===== src/rtl/icv_pkg.sv =====
`default_nettype none

package icv_pkg;

    localparam int unsigned HEADER_BYTES = 64;
    localparam int unsigned COUNT_BYTES  = 16;
    localparam int unsigned QUEUE_DEPTH  = 2;

    localparam logic [31:0] HASH_PRIME    = 32'h0100_0193;
    localparam logic [31:0] HASH_BASIS    = 32'h811C_9DC5;
    localparam logic [63:0] MAGIC_RESET   = 64'h4741_524E_4445_4141;
    localparam logic [31:0] VERSION_RESET = 32'd2;

    localparam int unsigned ADDR_W = 4;
    localparam logic [ADDR_W-1:0] ADDR_MAGIC   = 4'h0;
    localparam logic [ADDR_W-1:0] ADDR_VERSION = 4'h8;

    typedef enum logic [3:0] {
        ST_OK           = 4'd0,
        ST_SHORT_HEADER = 4'd1,
        ST_MAGIC        = 4'd2,
        ST_VERSION      = 4'd3,
        ST_LENGTH       = 4'd4,
        ST_EMPTY        = 4'd5,
        ST_CHECKSUM     = 4'd6,
        ST_SHORT_COUNTS = 4'd7,
        ST_SIZE         = 4'd8
    } icv_status_t;

    // Everything the checks need about one finished file.
    typedef struct packed {
        logic [63:0]       total;
        logic [63:0]       magic;
        logic [31:0]       version;
        logic [63:0]       declared;
        logic [31:0]       checksum;
        logic [31:0]       hash;
        logic [3:0][31:0]  counts;
    } icv_record_t;

    function automatic logic [31:0] fnv_step(input logic [31:0] h, input logic [7:0] b);
        logic [31:0] x;
        x = h ^ {24'd0, b};
        return x * HASH_PRIME;
    endfunction

endpackage

`default_nettype wire


===== src/rtl/icv_in_if.sv =====
`default_nettype none

interface icv_in_if;
    logic       valid;
    logic       ready;
    logic [7:0] data_byte;
    logic       last_byte;

    modport source (output valid, output data_byte, output last_byte, input ready);
    modport sink   (input valid, input data_byte, input last_byte, output ready);
endinterface

`default_nettype wire


===== src/rtl/icv_front.sv =====
`default_nettype none

module icv_front (
    input  wire logic          clk,
    input  wire logic          rst_n,
    icv_in_if.sink             stream,
    input  wire logic          q_full,
    output icv_pkg::icv_record_t rec,
    output logic               push
);

    logic [63:0]      pos_reg, pos_next, pos_upd;
    logic [63:0]      magic_reg, magic_next, magic_upd;
    logic [31:0]      version_reg, version_next, version_upd;
    logic [63:0]      declared_reg, declared_next, declared_upd;
    logic [31:0]      checksum_reg, checksum_next, checksum_upd;
    logic [31:0]      hash_reg, hash_next, hash_upd;
    logic [3:0][31:0] counts_reg, counts_next, counts_upd;

    logic       accept;
    logic       hdr;
    logic       cap;
    logic [5:0] idx;
    logic [5:0] dl_off;
    logic [7:0] b;

    assign stream.ready = !q_full;
    assign accept       = stream.valid && stream.ready;
    assign push         = accept && stream.last_byte;
    assign b            = stream.data_byte;

    always_comb
    begin
        idx    = pos_reg[5:0];
        hdr    = (pos_reg[63:6] == 58'd0);
        dl_off = idx - 6'd12;
        // first sixteen payload bytes: positions 64..79
        cap    = (pos_reg[63:4] == 60'd4);

        magic_upd    = magic_reg;
        version_upd  = version_reg;
        declared_upd = declared_reg;
        checksum_upd = checksum_reg;
        counts_upd   = counts_reg;

        for (int k = 0; k < 8; k++)
        begin
            if (hdr && idx[5:3] == 3'd0 && idx[2:0] == 3'(k))
                magic_upd[8*k +: 8] = magic_reg[8*k +: 8] | b;
            if (hdr && idx >= 6'd12 && idx < 6'd20 && dl_off[2:0] == 3'(k))
                declared_upd[8*k +: 8] = declared_reg[8*k +: 8] | b;
        end
        for (int k = 0; k < 4; k++)
        begin
            if (hdr && idx[5:2] == 4'd2 && idx[1:0] == 2'(k))
                version_upd[8*k +: 8] = version_reg[8*k +: 8] | b;
            if (hdr && idx[5:2] == 4'd5 && idx[1:0] == 2'(k))
                checksum_upd[8*k +: 8] = checksum_reg[8*k +: 8] | b;
        end
        for (int w = 0; w < 4; w++)
        begin
            for (int k = 0; k < 4; k++)
            begin
                if (cap && pos_reg[3:2] == 2'(w) && pos_reg[1:0] == 2'(k))
                    counts_upd[w][8*k +: 8] = counts_reg[w][8*k +: 8] | b;
            end
        end

        hash_upd = hdr ? hash_reg : icv_pkg::fnv_step(hash_reg, b);
        // saturate on a very long file
        pos_upd  = (&pos_reg) ? pos_reg : pos_reg + 64'd1;
    end

    always_comb
    begin
        rec.total    = pos_upd;
        rec.magic    = magic_upd;
        rec.version  = version_upd;
        rec.declared = declared_upd;
        rec.checksum = checksum_upd;
        rec.hash     = hash_upd;
        rec.counts   = counts_upd;
    end

    always_comb
    begin
        pos_next      = pos_reg;
        magic_next    = magic_reg;
        version_next  = version_reg;
        declared_next = declared_reg;
        checksum_next = checksum_reg;
        hash_next     = hash_reg;
        counts_next   = counts_reg;
        if (accept)
        begin
            if (stream.last_byte)
            begin
                // drop per-file state, next byte opens a new file
                pos_next      = 64'd0;
                magic_next    = 64'd0;
                version_next  = 32'd0;
                declared_next = 64'd0;
                checksum_next = 32'd0;
                hash_next     = icv_pkg::HASH_BASIS;
                counts_next   = '0;
            end
            else
            begin
                pos_next      = pos_upd;
                magic_next    = magic_upd;
                version_next  = version_upd;
                declared_next = declared_upd;
                checksum_next = checksum_upd;
                hash_next     = hash_upd;
                counts_next   = counts_upd;
            end
        end
    end

    always_ff @(posedge clk or negedge rst_n)
    begin
        if (!rst_n)
        begin
            pos_reg      <= 64'd0;
            magic_reg    <= 64'd0;
            version_reg  <= 32'd0;
            declared_reg <= 64'd0;
            checksum_reg <= 32'd0;
            hash_reg     <= icv_pkg::HASH_BASIS;
            counts_reg   <= '0;
        end
        else
        begin
            pos_reg      <= pos_next;
            magic_reg    <= magic_next;
            version_reg  <= version_next;
            declared_reg <= declared_next;
            checksum_reg <= checksum_next;
            hash_reg     <= hash_next;
            counts_reg   <= counts_next;
        end
    end

endmodule

`default_nettype wire


===== src/flat_wrapper.sv =====
// flat-port wrapper written by rule: the top's interface ports become plain ports
module icv_front_flat 
  (clk, rst_n, q_full, rec, push, stream_valid, stream_data_byte, stream_last_byte, stream_ready);
  icv_in_if stream_i ();
  input  wire logic clk;
  input  wire logic rst_n;
  input  wire logic q_full;
  output icv_pkg::icv_record_t rec;
  output logic push;
  input wire logic [$bits(stream_i.valid)-1:0] stream_valid;
  input wire logic [$bits(stream_i.data_byte)-1:0] stream_data_byte;
  input wire logic [$bits(stream_i.last_byte)-1:0] stream_last_byte;
  output wire logic [$bits(stream_i.ready)-1:0] stream_ready;
  assign stream_i.valid = stream_valid;
  assign stream_i.data_byte = stream_data_byte;
  assign stream_i.last_byte = stream_last_byte;
  assign stream_ready = stream_i.ready;
  icv_front u_core (.clk(clk), .rst_n(rst_n), .stream(stream_i), .q_full(q_full), .rec(rec), .push(push));
endmodule

===== config.mk =====
export PLATFORM = sky130hd
export DESIGN_NAME = icv_front_flat
export DESIGN_NICKNAME = d
export VERILOG_FILES = /design/src/rtl/icv_pkg.sv /design/src/rtl/icv_in_if.sv /design/src/rtl/icv_front.sv /design/src/flat_wrapper.sv
export SDC_FILE = /design/constraint.sdc
export NUM_CORES = 1
export LEC_CHECK = 0
export BUFFER_PORTS_ARGS = -buffer_cell sky130_fd_sc_hd__buf_2
export CORE_UTILIZATION = 45
export CTS_CLUSTER_DIAMETER = 200
export DETAILED_ROUTE_END_ITERATION = 8
export PLACE_DENSITY = 0.7
export SLEW_MARGIN = 30
export SYNTH_ARGS = -nofsm -noshare
export SYNTH_HDL_FRONTEND = slang
export SYNTH_SLANG_ARGS = --single-unit

===== constraint.sdc =====
create_clock -name clk -period 8.8 [get_ports clk]
set_input_delay 0.88 -clock clk [delete_from_list [all_inputs] [get_ports clk]]
set_output_delay 0.88 -clock clk [all_outputs]
set_load 0.02 [all_outputs]

==> summary.txt <==
# diodes: 0
Hold Fails Final Rpt: 0
Power Dens Cells: 479 nW/um^2
largest net degree at the start of global routing: 183
area grow syn2layout: 15.7%
Hold WC Path Type: in2async
Die Y: 243 um
Leak: 18.5 nW
Synth Area in Adders: 14.8%
Post-Synth Simple-Gate Area: 12.3%
routed wire length: 88.4 mm
Root Driver: clkbuf_16
post-synthesis compound-gate area fraction: 22.2%
WL/cell: 22.6 um
clock buffer depth: 3
Async S/R FF share, synth: 100%
part of the cycle the worst path needs: 85.0%
Crit Path Class: reg2out
Starting Density: 45.9%
Critical Path Source Type: flip-flop
largest family of logic cells by synthesized area: compound AO/OA/AOI/OAI gates
number of synthesis warnings: 0
CP Capture Type: primary output
RSZ-0062 raised after global routing: no
worst skew pair latency: 620 ps
fillers: 5,292
initial DRC count: 2,021
initial antenna violation count: 2
Post-Syn Area: 26,100 um^2
num ports: 431
die width: 243 um
Post-Syn Area per Cell: 9.18 um^2
mux contribution to synthesized area: 0.518%
DRT Pass-1 Iters: 7
row count: 87
Yosys top cell area share: 38.6%
global-route usage over all layers: 29.7%
Util after Layout: 53.1%
Post-DP HPWL: 58.6 mm
Most used DFF post-synth: dfrtp_1
XOR/XNOR share of the synthesized area: 3.86%
Mapped Nets: 3,119
final instance area: 30,200 um^2
min setup slack post-route: 1320 ps
crit path cell chain: xor2_1, ha_1, ha_1, fa_1, ha_1, fa_1, ha_1, inv_1, fa_1, inv_1, ha_1, a21o_1, a21oi_1, nand3_1, a31o_2, a41o_1, o41ai_1, xnor2_1, mux2_2, buf_2
Fmax: 134 MHz
FF-to-FF path depth: 19
Max-cap violations: 0
worst vdd ir: 0.783 mV
global route overflow: 0
Seq/Total Area, Yosys: 40.0%
CTS tree: built
outcome: completed
ANT nets after route: 0
CP delay by family, top: adder cells
# hold bufs at CTS: 0
CTS Sinks: 416
worst r2r src: u_core.hash_reg[7]
Rel. slew slack: 33.4%
CP Buf/Inv Count: 3
max reg flops: 128
DP Area: 28,500 um^2
routability cong.: 0.955
Post-synth top cells: dfrtp_1, nor2_1, a21oi_1
setup TNS: 0 ps
Critical Path RT: 7920 ps
largest cells by area after synthesis: dfrtp_1, a21o_1, ha_1
RR Endpoint: u_core.hash_reg[31]
crit path from: u_core.hash_reg[7]
Post-Syn Instances: 2,841
Tmin final: 7480 ps
core area: 56,800 um^2
CTS H-tree lvls: 2
post-place setup slack: 1450 ps
post-synth top area cell: dfrtp_1
vias in the first global route: 21,900
Max Transition Viols Final: 0
Final setup viols: 0
post-CTS sizing: 0
Worst-Margin Slew: 999 ps
max incr delay on CP: 550 ps
Clock Skews: 38.1 ps
crit-path max FO: 7
Synth Register Bits: 416
Most Frequent Cell on Critical Path: ha_1
r2r setup slk: 2830 ps
setup bufs post-CTS: 0
share of layout cells above drive strength 1: 19.6%
DR vias/cell: 5.75
via count: 22,500
nets@finish: 3,390
CTS buffer count: 48
first-pass GRT wire length: 135 mm
Final Total Pwr: 14.4 mW
most common cell in the synthesized netlist: dfrtp_1
Worst-path clk slew: 60 ps
Critical Path AT: 6600 ps
post-synth cell types: 66
number of remaining DRC errors: 0
slowest CP cell: dfstp_2
DIE AREA: 58,900 um^2
IO buf count: 430
EDFF count, synth: 0
==> per-stage QoR <==
stage | cells | hold WS, ps
3_5_place_dp | 3818 | 485
3_3_place_gp | 3818 | 475
5_1_grt | 3907 | 360
4_1_cts | 3907 | 328
2_1_floorplan | 2841 | 464
6_report | 3907 | 302
==> cell families after synthesis <==
group,count (synthesis)
and+or+nand+nor,704
xor gates and xnor gates,115
AOI/OAI and AO/OA,914
buffers and inverters,415
muxes,12
DFF,416
adders and majority gates,265
==> worst max path at each step <==
| stage | endpoint | slack (ps) | cells past startpoint |
|---|---|---|---|
| after floorplan | rec[159] | 1590 | 22 |
| after global placement | rec[150] | 1470 | 21 |
| after detailed placement | rec[150] | 1450 | 21 |
| after CTS | rec[157] | 1300 | 20 |
| after global routing | rec[159] | 930 | 20 |
| final | rec[150] | 1320 | 20 |
==> placed cells by master, fill, tap and decap left out, types with 15 or more instances in the layout <==
cell	count
buf_2	429
dfrtp_1	402
nor2_1	369
a21oi_1	350
a21o_1	328
ha_1	191
inv_1	175
nand2_1	111
o21ai_0	94
fa_1	74
xnor2_1	67
nand3_1	49
xor2_1	48
clkbuf_16	48
o31ai_1	41
buf_4	27
a31oi_1	26
and3_1	23
nor3_1	22
nor4_1	22
a22o_1	21
nand4_1	15
==> power breakdown <==
part | leakage (nW) | switching, mW | total, mW | internal, mW
Clock | 0.782 | 0.873 | 2.02 | 1.15
Sequential | 5.74 | 0.118 | 2.11 | 2.00
Combinational | 11.9 | 6.14 | 10.3 | 4.18
Total | 18.5 | 7.13 | 14.4 | 7.32
==> metal layers <==
| metal | vias to the layer above | global-route usage [%] | wire length, um |
|---|---|---|---|
| met3 | 163 | 6.65 | 6960 |
| li1 | 10300 | - | - |
| met5 | - | 0 | 23 |
| met2 | 928 | 46.9 | 40400 |
| met1 | 11100 | 39.9 | 37700 |
| met4 | 4 | 11.0 | 3300 |
==> final cells by class <==
class	instances	area, um^2	share of cell area (%)
clock buffer	70	1360	4.52
clock inverter	19	221	0.734
inverter	176	661	2.19
multi-input combinational	2010	14200	46.9
sequential	416	10400	34.5
tap	756	946	3.13
timing repair buffer	460	2420	8.00
Note: power is estimated with default switching activity, not from simulation.
