### config.mk
export PLATFORM = sky130hd
export DESIGN_NAME = icv_queue
export DESIGN_NICKNAME = d
export VERILOG_FILES = /design/src/rtl/icv_pkg.sv /design/src/rtl/icv_queue.sv
export SDC_FILE = /design/constraint.sdc
export NUM_CORES = 1
export LEC_CHECK = 0
export ABC_AREA = 0
export BUFFER_PORTS_ARGS = -buffer_cell sky130_fd_sc_hd__clkbuf_2
export CAP_MARGIN = 15
export CORE_AREA = 2 2 329 331
export DETAILED_ROUTE_END_ITERATION = 10
export DIE_AREA = 0 0 331 333
export PLACE_DENSITY = 0.58
export RECOVER_POWER = 100
export SKIP_LAST_GASP = 1
export SYNTH_ARGS = -nofsm -noshare
export SYNTH_HDL_FRONTEND = slang
export SYNTH_SLANG_ARGS = --single-unit
### constraint.sdc
create_clock -name clk -period 24.8 [get_ports clk]
set_clock_uncertainty 0.1 [all_clocks]
set_input_delay 1.24 -clock clk [delete_from_list [all_inputs] [get_ports clk]]
set_output_delay 1.24 -clock clk [all_outputs]
set_load 0.01 [all_outputs]
### src/rtl/icv_pkg.sv
`default_nettype none

package icv_pkg;

    localparam int unsigned HEADER_BYTES = 64;
    localparam int unsigned COUNT_BYTES  = 16;
    localparam int unsigned QUEUE_DEPTH  = 2;

    localparam logic [31:0] HASH_PRIME    = 32'h0100_0193;
    localparam logic [31:0] HASH_BASIS    = 32'h811C_9DC5;
    localparam logic [63:0] MAGIC_RESET   = 64'h4741_524E_4445_4141;
    localparam logic [31:0] VERSION_RESET = 32'd2;

    localparam int unsigned ADDR_W = 4;
    localparam logic [ADDR_W-1:0] ADDR_MAGIC   = 4'h0;
    localparam logic [ADDR_W-1:0] ADDR_VERSION = 4'h8;

    typedef enum logic [3:0] {
        ST_OK           = 4'd0,
        ST_SHORT_HEADER = 4'd1,
        ST_MAGIC        = 4'd2,
        ST_VERSION      = 4'd3,
        ST_LENGTH       = 4'd4,
        ST_EMPTY        = 4'd5,
        ST_CHECKSUM     = 4'd6,
        ST_SHORT_COUNTS = 4'd7,
        ST_SIZE         = 4'd8
    } icv_status_t;

    // Everything the checks need about one finished file.
    typedef struct packed {
        logic [63:0]       total;
        logic [63:0]       magic;
        logic [31:0]       version;
        logic [63:0]       declared;
        logic [31:0]       checksum;
        logic [31:0]       hash;
        logic [3:0][31:0]  counts;
    } icv_record_t;

    function automatic logic [31:0] fnv_step(input logic [31:0] h, input logic [7:0] b);
        logic [31:0] x;
        x = h ^ {24'd0, b};
        return x * HASH_PRIME;
    endfunction

endpackage

`default_nettype wire

### src/rtl/icv_queue.sv
`default_nettype none

module icv_queue (
    input  wire logic                 clk,
    input  wire logic                 rst_n,
    input  wire logic                 push,
    input  wire icv_pkg::icv_record_t push_data,
    output logic                      full,
    input  wire logic                 pop,
    output icv_pkg::icv_record_t      pop_data,
    output logic                      empty
);

    localparam int unsigned PTR_W = (icv_pkg::QUEUE_DEPTH > 1) ? $clog2(icv_pkg::QUEUE_DEPTH) : 1;
    localparam int unsigned CNT_W = $clog2(icv_pkg::QUEUE_DEPTH + 1);

    icv_pkg::icv_record_t entry_reg [icv_pkg::QUEUE_DEPTH];

    logic [PTR_W-1:0] wr_ptr_reg, wr_ptr_next;
    logic [PTR_W-1:0] rd_ptr_reg, rd_ptr_next;
    logic [CNT_W-1:0] cnt_reg, cnt_next;
    logic             do_push, do_pop;

    assign full     = (cnt_reg == CNT_W'(icv_pkg::QUEUE_DEPTH));
    assign empty    = (cnt_reg == '0);
    assign do_push  = push && !full;
    assign do_pop   = pop && !empty;
    assign pop_data = entry_reg[rd_ptr_reg];

    function automatic logic [PTR_W-1:0] bump(input logic [PTR_W-1:0] p);
        return (p == PTR_W'(icv_pkg::QUEUE_DEPTH - 1)) ? '0 : p + 1'b1;
    endfunction

    always_comb
    begin
        wr_ptr_next = do_push ? bump(wr_ptr_reg) : wr_ptr_reg;
        rd_ptr_next = do_pop  ? bump(rd_ptr_reg) : rd_ptr_reg;
        cnt_next    = cnt_reg + CNT_W'(do_push) - CNT_W'(do_pop);
    end

    always_ff @(posedge clk or negedge rst_n)
    begin
        if (!rst_n)
        begin
            wr_ptr_reg <= '0;
            rd_ptr_reg <= '0;
            cnt_reg    <= '0;
        end
        else
        begin
            wr_ptr_reg <= wr_ptr_next;
            rd_ptr_reg <= rd_ptr_next;
            cnt_reg    <= cnt_next;
        end
    end

    always_ff @(posedge clk)
    begin
        if (do_push)
            entry_reg[wr_ptr_reg] <= push_data;
    end

endmodule

`default_nettype wire

==> metrics.md, run 1 <==
| Metric | Value |
|---|---|
| Setup tns final | `0 ns` |
| Number of antenna violations at the first check in global routing | `17` |
| Total via count in the routed design | `15660` |
| Die Area | `110200 sq um` |
| Net count after synthesis | `1734` |
| Startpoint-to-endpoint class of the critical path | `reg2out` |
| Net switching component of the power | `~1.4 mW` |
| Kind of capture point of the worst setup path | `output pin` |
| Initial Utilization | `28.67%` |
| Total core area | `106600 sq um` |
| Horiz. Die Dim | `331 um` |
| Critical path fanouts, max | `160` |
| Detailed-router iteration count before antenna repair | `4` |
| Violations in the final reports | `max-capacitance violations, max-slew violations` |
| Clock slew at the register clock pins of the worst setup and hold paths | `about 0.060 ns` |
| Clock latency reported for the late side of the worst-skew pair | `0.64 ns` |
| Post-synthesis cell type count | `15` |
| Number of antenna-violating nets in the routed design | `0` |
| Power density over cell area | `122.2 nW/um^2` |
| Setup repair after global routing missed its margin | `false` |
| Count of synthesis-stage warnings from yosys | `0` |
| Number of top-level design ports | `about 840` |
| Number of standard-cell rows in the floorplan | `120` |
| Maximum Capacitance Violations | `18` |
| Worst hold slack | `0.3708 ns` |
| Vias in the first global route | `17000` |
| Number of H-tree branching levels | `3` |
| Syn Area/Cell | `approximately 23 sq um` |
| CTS tree | `yes` |
| Fillers | `10390` |
| Worst-case setup slack after placement | `between 15 and 20 ns` |
| Cell at the root of the clock tree | `sky130_fd_sc_hd__clkbuf_16` |
| Sequential cell area fraction in the yosys report | `82.07%` |
| Clock Path Buffers | `3` |
| CTS sink count | `~840` |
| Max-slew violations | `1282` |
| Average detailed-routed wire length per instance | `19.85 um` |
| Transition time of the tightest slew-check pin | `8.903 ns` |
| Post-detailed-placement half-perimeter wirelength | `51450 um` |
| Commonest cells after routing, fill and taps aside | `sky130_fd_sc_hd__edfxtp_1, sky130_fd_sc_hd__clkbuf_1, sky130_fd_sc_hd__mux2_2` |
| Pin count of the biggest net entering global routing | `161` |
| Routability cong. | `0.8088` |
| Final Instance Area | `around 38000 sq um` |
| Clock share of power | `27.5%` |
| Hold Crit Class | `in2async` |
| Status | `finished with violations` |
| Die extent in y | `about 330 um` |
| Post-cts sizing count | `0` |
| Fraction of the cycle the final worst path needs | `between 50% and 60%` |
| Leakage power | `about 13 nW` |
| Internal power summed over all cells | `around 3.3 mW` |
| Gate count after technology mapping | `1312` |
| #FFs+latches synth | `836` |
| Number of setup violations in the final report | `0` |
| Relative slew margins | `-493.5%` |
| Global routing usage summed across all routing layers | `between 10% and 20%` |
| Setup ws final | `10.97 ns` |
| Initial DRC Count | `668` |
| Area delta synth->final | `24.24%` |
| Data arrival time of the critical path | `12.49 ns` |
| Share of layout cells above drive strength 1 | `26.85%` |
| Register-to-Register Setup Slack | `13.67 ns` |
| Count of hold buffers inserted by post-cts repair | `0` |
| Global route overflow | `0` |
| Vias per Instance | `4.244` |
| Post-layout net count | `~2600` |
| Flip-flop count of the largest register after layout | `832` |
| Crit path launch type | `flop` |
| Placed cell area | `36340 sq um` |
| Net Sw Frac | `29.49%` |
| First-pass GRT wire length | `103800 um` |
| Buffers inserted by post-CTS timing repair | `0` |
| Post-route DRC | `0` |
| Overall routed net length | `73240 um` |
| Area of the mapped netlist | `30570 sq um` |
| Proportion of power drawn by flip-flops and latches | `44.5%` |
| Worst endpoint required time | `approximately 23 ns` |
| Most common library cell in the layout ignoring fill and taps | `sky130_fd_sc_hd__edfxtp_1` |
| Final Hold Viols | `0` |
| Worst vdd ir | `~76 uV` |
| Post-layout min period | `13.83 ns` |
| Combinational share of power | `28.0%` |
| Number of port buffers | `between 800 and 900` |
| CTS Buf Count | `88` |
| Achievable frequency | `72.33 MHz` |
power groups by stage:
| stage | Combinational, mW | Sequential [mW] | Clock (mW) |
|---|---|---|---|
| floorplan | 0.888 | 2.21 | 0 |
| global placement | 1.40 | 2.04 | 0 |
| detailed placement | 1.41 | 2.05 | 0 |
| CTS | 1.42 | 2.02 | 1.32 |
| global route | 1.41 | 2.10 | 1.37 |
| finish | 1.30 | 2.07 | 1.27 |
layer usage:
| metal | GRT usage [%] | up-vias | share of wire (%) |
|---|---|---|---|
| met5 | 0 | - | 0.082 |
| met4 | 5.108 | 10 | 3.3 |
| met3 | 4.950 | 156 | 10 |
| met2 | 22.01 | 660 | 50 |
| met1 | 13.37 | 7762 | 36 |
| li1 | - | 7071 | - |
cells by family (layout without fill, tap and decap cells):
group	count (synthesis)	count (layout)	synth area share, %
DFF	836	836	82.07
muxes	416	416	16.55
buffers and inverters	48	1012	1.085
and+or+nand+nor	6	6	0.09828
xor gates and xnor gates	4	4	0.1146
adders and majority gates	2	2	0.08186
other	0	11	0
metrics by stage:
| step | std cells | power, mW | utilization [%] |
|---|---|---|---|
| after floorplan | 1312 | 3.103 | - |
| final | 3690 | 4.639 | 35.62 |
| after detailed placement | 3521 | 3.466 | 34.09 |
| after CTS | 3679 | 4.759 | 36.72 |
| after global placement | 3521 | 3.438 | 34.09 |
| after global routing | 3684 | 4.876 | 35.61 |
path summary, 6_finish.rpt:
kind / startpoint / end / depth (start not counted)
worst min-delay path: rst_n / rd_ptr_reg / 1
max in group asynchronous: rst_n / cnt_reg[0] / 1
worst max register to register: cnt_reg[1] / entry_reg[0][385] / 6
worst max-delay path: rd_ptr_reg / pop_data[373] / 4
worst min register to register: wr_ptr_reg / wr_ptr_reg / 1
min in group clk: wr_ptr_reg / wr_ptr_reg / 1
final cells by class:
| type | count | area (sq um) | share of cell area [%] |
|---|---|---|---|
| flip-flops and latches | 836 | 25080 | 66.05 |
| multi-input cells | 428 | 4790 | 12.61 |
| repair buffers | 852 | 3502 | 9.222 |
| clock buffers | 112 | 2356 | 6.204 |
| well taps | 1403 | 1755 | 4.623 |
| clock inverters | 46 | 452.9 | 1.193 |
| diodes | 11 | 27.53 | 0.07249 |
| inverters | 2 | 7.507 | 0.01977 |
synthesized netlist by cell type:
cell	number	share of area [%]
sky130_fd_sc_hd__inv_1	2	0.025
sky130_fd_sc_hd__xor2_1	1	0.029
sky130_fd_sc_hd__nor2_1	2	0.025
sky130_fd_sc_hd__nand2_1	1	0.012
sky130_fd_sc_hd__buf_2	31	0.51
sky130_fd_sc_hd__and3_1	1	0.020
sky130_fd_sc_hd__mux2_2	316	12
sky130_fd_sc_hd__xnor2_1	3	0.086
sky130_fd_sc_hd__buf_6	15	0.55
sky130_fd_sc_hd__nand2b_1	1	0.020
sky130_fd_sc_hd__nor2b_1	1	0.020
sky130_fd_sc_hd__ha_1	2	0.082
sky130_fd_sc_hd__dfrtp_1	4	0.33
sky130_fd_sc_hd__mux2_4	100	4.9
sky130_fd_sc_hd__edfxtp_1	832	82
critical path: stages (launching register included):
cell and delay, ns:
sky130_fd_sc_hd__dfrtp_1 1.71, sky130_fd_sc_hd__clkbuf_1 2.27, sky130_fd_sc_hd__clkbuf_1 6.08, sky130_fd_sc_hd__mux2_2 1.05, sky130_fd_sc_hd__clkbuf_1 0.19
(Power assumes the default switching activity.)
==> run 2: changes to the inputs <==
--- a/config.mk
+++ b/config.mk
@@ -8,10 +8,10 @@
 export ABC_AREA = 0
 export BUFFER_PORTS_ARGS = -buffer_cell sky130_fd_sc_hd__clkbuf_2
 export CAP_MARGIN = 15
-export CORE_AREA = 2 2 329 331
+export CORE_AREA = 2 2 327 329
 export DETAILED_ROUTE_END_ITERATION = 10
-export DIE_AREA = 0 0 331 333
-export PLACE_DENSITY = 0.58
+export DIE_AREA = 0 0 329 331
+export PLACE_DENSITY = 0.6
 export RECOVER_POWER = 100
 export SKIP_LAST_GASP = 1
 export SYNTH_ARGS = -nofsm -noshare
==> constraint.sdc (replaced) <==
create_clock -name clk -period 11.78 [get_ports clk]
set_clock_uncertainty 0.1 [all_clocks]
set_input_delay 0.589 -clock clk [delete_from_list [all_inputs] [get_ports clk]]
set_output_delay 0.589 -clock clk [all_outputs]
set_load 0.01 [all_outputs]
==> run 2 against run 1 <==
- the run still ends with max-capacitance violations, max-slew violations left
- global-route usage increased by 0.91 points
- clock power increased by 120%
- final area increased by 11%
- clock-buffer cell count decreased by 5
- combinational power increased by 110%
- die area decreased by 1.2%
- hold slack got worse by 0.24 ns
- critical path type is now reg2reg
==> metrics.md, run 2 (synthesis gave the netlist of run 1 again) <==
| Metric | Value |
|---|---|
| Status | `finished with violations` |
| Violations in the final reports | `max-capacitance violations, max-slew violations` |
| Clock Path Buffers | `3 (unchanged)` |
| Max-slew violations | `530 (-59%)` |
| Total core area | `105000 sq um (-1.5%)` |
| Relative slew margins | `-183.3% (+310 points)` |
| Met2 usage | `23.99% (+2.0 points)` |
| Achievable frequency | `135.4 MHz` |
| Number of port buffers | `837 (unchanged)` |
| First-pass GRT wire length | `111400 um (+7.2%)` |
| Global route overflow | `0 (unchanged)` |
| Data arrival time of the critical path | `7.43 ns (-5.06 ns)` |
| Share of layout cells above drive strength 1 | `23.99% (-2.9 points)` |
| Fillers | `9730 (-6.3%)` |
| Utilization after layout | `40.07% (+4.4 points)` |
| Clock latency reported for the late side of the worst-skew pair | `0.65 ns (about the same)` |
| Worst vdd ir | `163.7 uV (+110%)` |
| Post-layout net count | `3028 (+15%)` |
| Fraction of the cycle the final worst path needs | `62.70%` |
| Global routing usage summed across all routing layers | `13.47% (+0.91 points)` |
| Initial DRC Count | `994 (+49%)` |
| Number of antenna violations at the first check in global routing | `15 (-2)` |
| Total via count in the routed design | `17370 (+11%)` |
| Most common library cell in the layout ignoring fill and taps | `sky130_fd_sc_hd__edfxtp_1` |
| Kind of capture point of the worst setup path | `flop` |
| Pin count of the biggest net entering global routing | `159 (-1.2%)` |
| Post-layout min period | `7.386 ns` |
| Vias in the first global route | `18690 (+9.9%)` |
| CTS tree | `yes` |
| Global routing met1 resource utilization | `14.46% (+1.1 points)` |
| Final Instance Area | `42060 sq um (+11%)` |
| Die Area | `108900 sq um (-1.2%)` |
| Number of top-level design ports | `838 (unchanged)` |
| Vias per Instance | `4.262 (+0.42%)` |
| Placed cell area | `36340 sq um (about the same)` |
| GRT Max-Usage Layer | `met2` |
| Buffers inserted by post-CTS timing repair | `0 (unchanged)` |
| Area delta synth->final | `37.62%` |
| Setup tns final | `0 ns (unchanged)` |
| Critical path fanouts, max | `153 (-4.4%)` |
| CTS Buf Count | `88 (unchanged)` |
| Startpoint-to-endpoint class of the critical path | `reg2reg` |
| Worst endpoint required time | `11.82 ns (-11.64 ns)` |
| Post-detailed-placement half-perimeter wirelength | `51850 um (+0.79%)` |
| Number of standard-cell rows in the floorplan | `119 (-0.83%)` |
| Average detailed-routed wire length per instance | `19.13 um (-3.6%)` |
| CTS sink count | `836 (unchanged)` |
| Setup repair after global routing missed its margin | `false` |
| Number of H-tree branching levels | `3 (unchanged)` |
| Die extent in y | `331 um (-0.60%)` |
| GR Layer Usage met3 | `5.023% (+0.072 points)` |
| Power density over cell area | `232.4 nW/um^2 (+90%)` |
| Commonest cells after routing, fill and taps aside | `sky130_fd_sc_hd__edfxtp_1, sky130_fd_sc_hd__clkbuf_1, sky130_fd_sc_hd__dlygate4sd3_1` |
| Maximum Capacitance Violations | `8 (-10)` |
| Horiz. Die Dim | `329 um (-0.60%)` |
| Crit path launch type | `flop` |
| Detailed-router iteration count before antenna repair | `5 (+1)` |
| Overall routed net length | `77950 um (+6.4%)` |
| Leakage power | `14.28 nW (+14%)` |
| Post-route DRC | `0 (unchanged)` |
| Initial Utilization | `29.12% (+0.45 points)` |
| Cell at the root of the clock tree | `sky130_fd_sc_hd__clkbuf_16` |
| Flip-flop count of the largest register after layout | `832 (unchanged)` |
| Final Hold Viols | `0 (unchanged)` |
| Clock slew at the register clock pins of the worst setup and hold paths | `0.06 ns (about the same)` |
| Number of setup violations in the final report | `0 (unchanged)` |
| Number of antenna-violating nets in the routed design | `0 (unchanged)` |
| Transition time of the tightest slew-check pin | `4.249 ns (-4.654 ns)` |
| Hold Crit Class | `in2reg` |
| Routability cong. | `0.8026 (-0.77%)` |
run 2: changes by cell type in the layout (fill, tap and decap cells not counted), moves of 5 or more:
| cell | change |
|---|---|
| sky130_fd_sc_hd__clkinv_2 | +6 |
| sky130_fd_sc_hd__dlygate4sd3_1 | +402 |
| sky130_fd_sc_hd__mux2_2 | +29 |
| sky130_fd_sc_hd__buf_12 | +5 |
| sky130_fd_sc_hd__clkinv_1 | -7 |
| sky130_fd_sc_hd__clkbuf_2 | -10 |
| sky130_fd_sc_hd__mux2_1 | -28 |
run 2: final cells by class:
class	instances	area [sq um]	share of cell area, %
antenna	12	30.03	0.07139
clock buffer	107	2273	5.405
timing repair buffer	1250	7580	18.02
sequential	836	25080	59.63
tap	1391	1740	4.138
clock inverter	49	563.0	1.339
multi-input combinational	428	4786	11.38
inverter	2	7.507	0.01785
run 2: path summary, 6_finish.rpt:
| kind | from | to | slack [ns] | cells after the start |
|---|---|---|---|---|
| setup / recovery | cnt_reg[0] | entry_reg[0][208] | 4.39 | 5 |
| hold / removal | push_data[220] | entry_reg[0][220] | 0.13 | 1 |
| setup reg to reg | cnt_reg[0] | entry_reg[0][208] | 4.39 | 5 |
| hold reg to reg | cnt_reg[1] | cnt_reg[1] | 0.41 | 1 |
| max in group asynchronous | rst_n | wr_ptr_reg | 11.11 | 2 |
| min in group asynchronous | rst_n | cnt_reg[0] | 0.28 | 2 |
run 2: timing repair:
| item | in CTS | in global routing |
|---|---|---|
| hold buffers | 402 | 0 |
| gates resized for setup | 0 | 0 |
| hold endpoints to repair | 805 | 0 |
run 2: through the flow:
step / std cells / power, mW / hold slack [ns] / worst slack, ns
2_1_floorplan: 1312 / 6.344 / 0.1934 / 0.8070
4_1_cts: 4063 / 10.19 / 0.006230 / 7.263
3_5_place_dp: 3505 / 7.294 / 0.3043 / 8.044
5_1_grt: 4071 / 10.25 / 0.07965 / 3.806
3_3_place_gp: 3505 / 7.226 / 0.2995 / 8.144
6_report: 4075 / 9.776 / 0.1296 / 4.394
run 2: where the power goes:
group | switching, mW | total (mW) | internal, mW | leakage [nW]
logic | 1.67 | 2.76 | 1.10 | 5.13
registers | 0.161 | 4.27 | 4.11 | 7.77
clock network | 1.14 | 2.74 | 1.60 | 1.38
run 2: critical path: stages, from the launching register on:
cell and delay (ns):
sky130_fd_sc_hd__dfrtp_1 0.37, sky130_fd_sc_hd__nand2b_1 0.17, sky130_fd_sc_hd__nand2_1 0.12, sky130_fd_sc_hd__nor2_1 0.85, sky130_fd_sc_hd__clkbuf_1 1.85, sky130_fd_sc_hd__clkbuf_2 3.04
run 2: routing by layer:
layer  vias up  part of all wire, %
li1       7875                    -
met5         -                0.035
met3       117                  9.2
met4         4                  2.6
met1      8667                   37
met2       703                   51
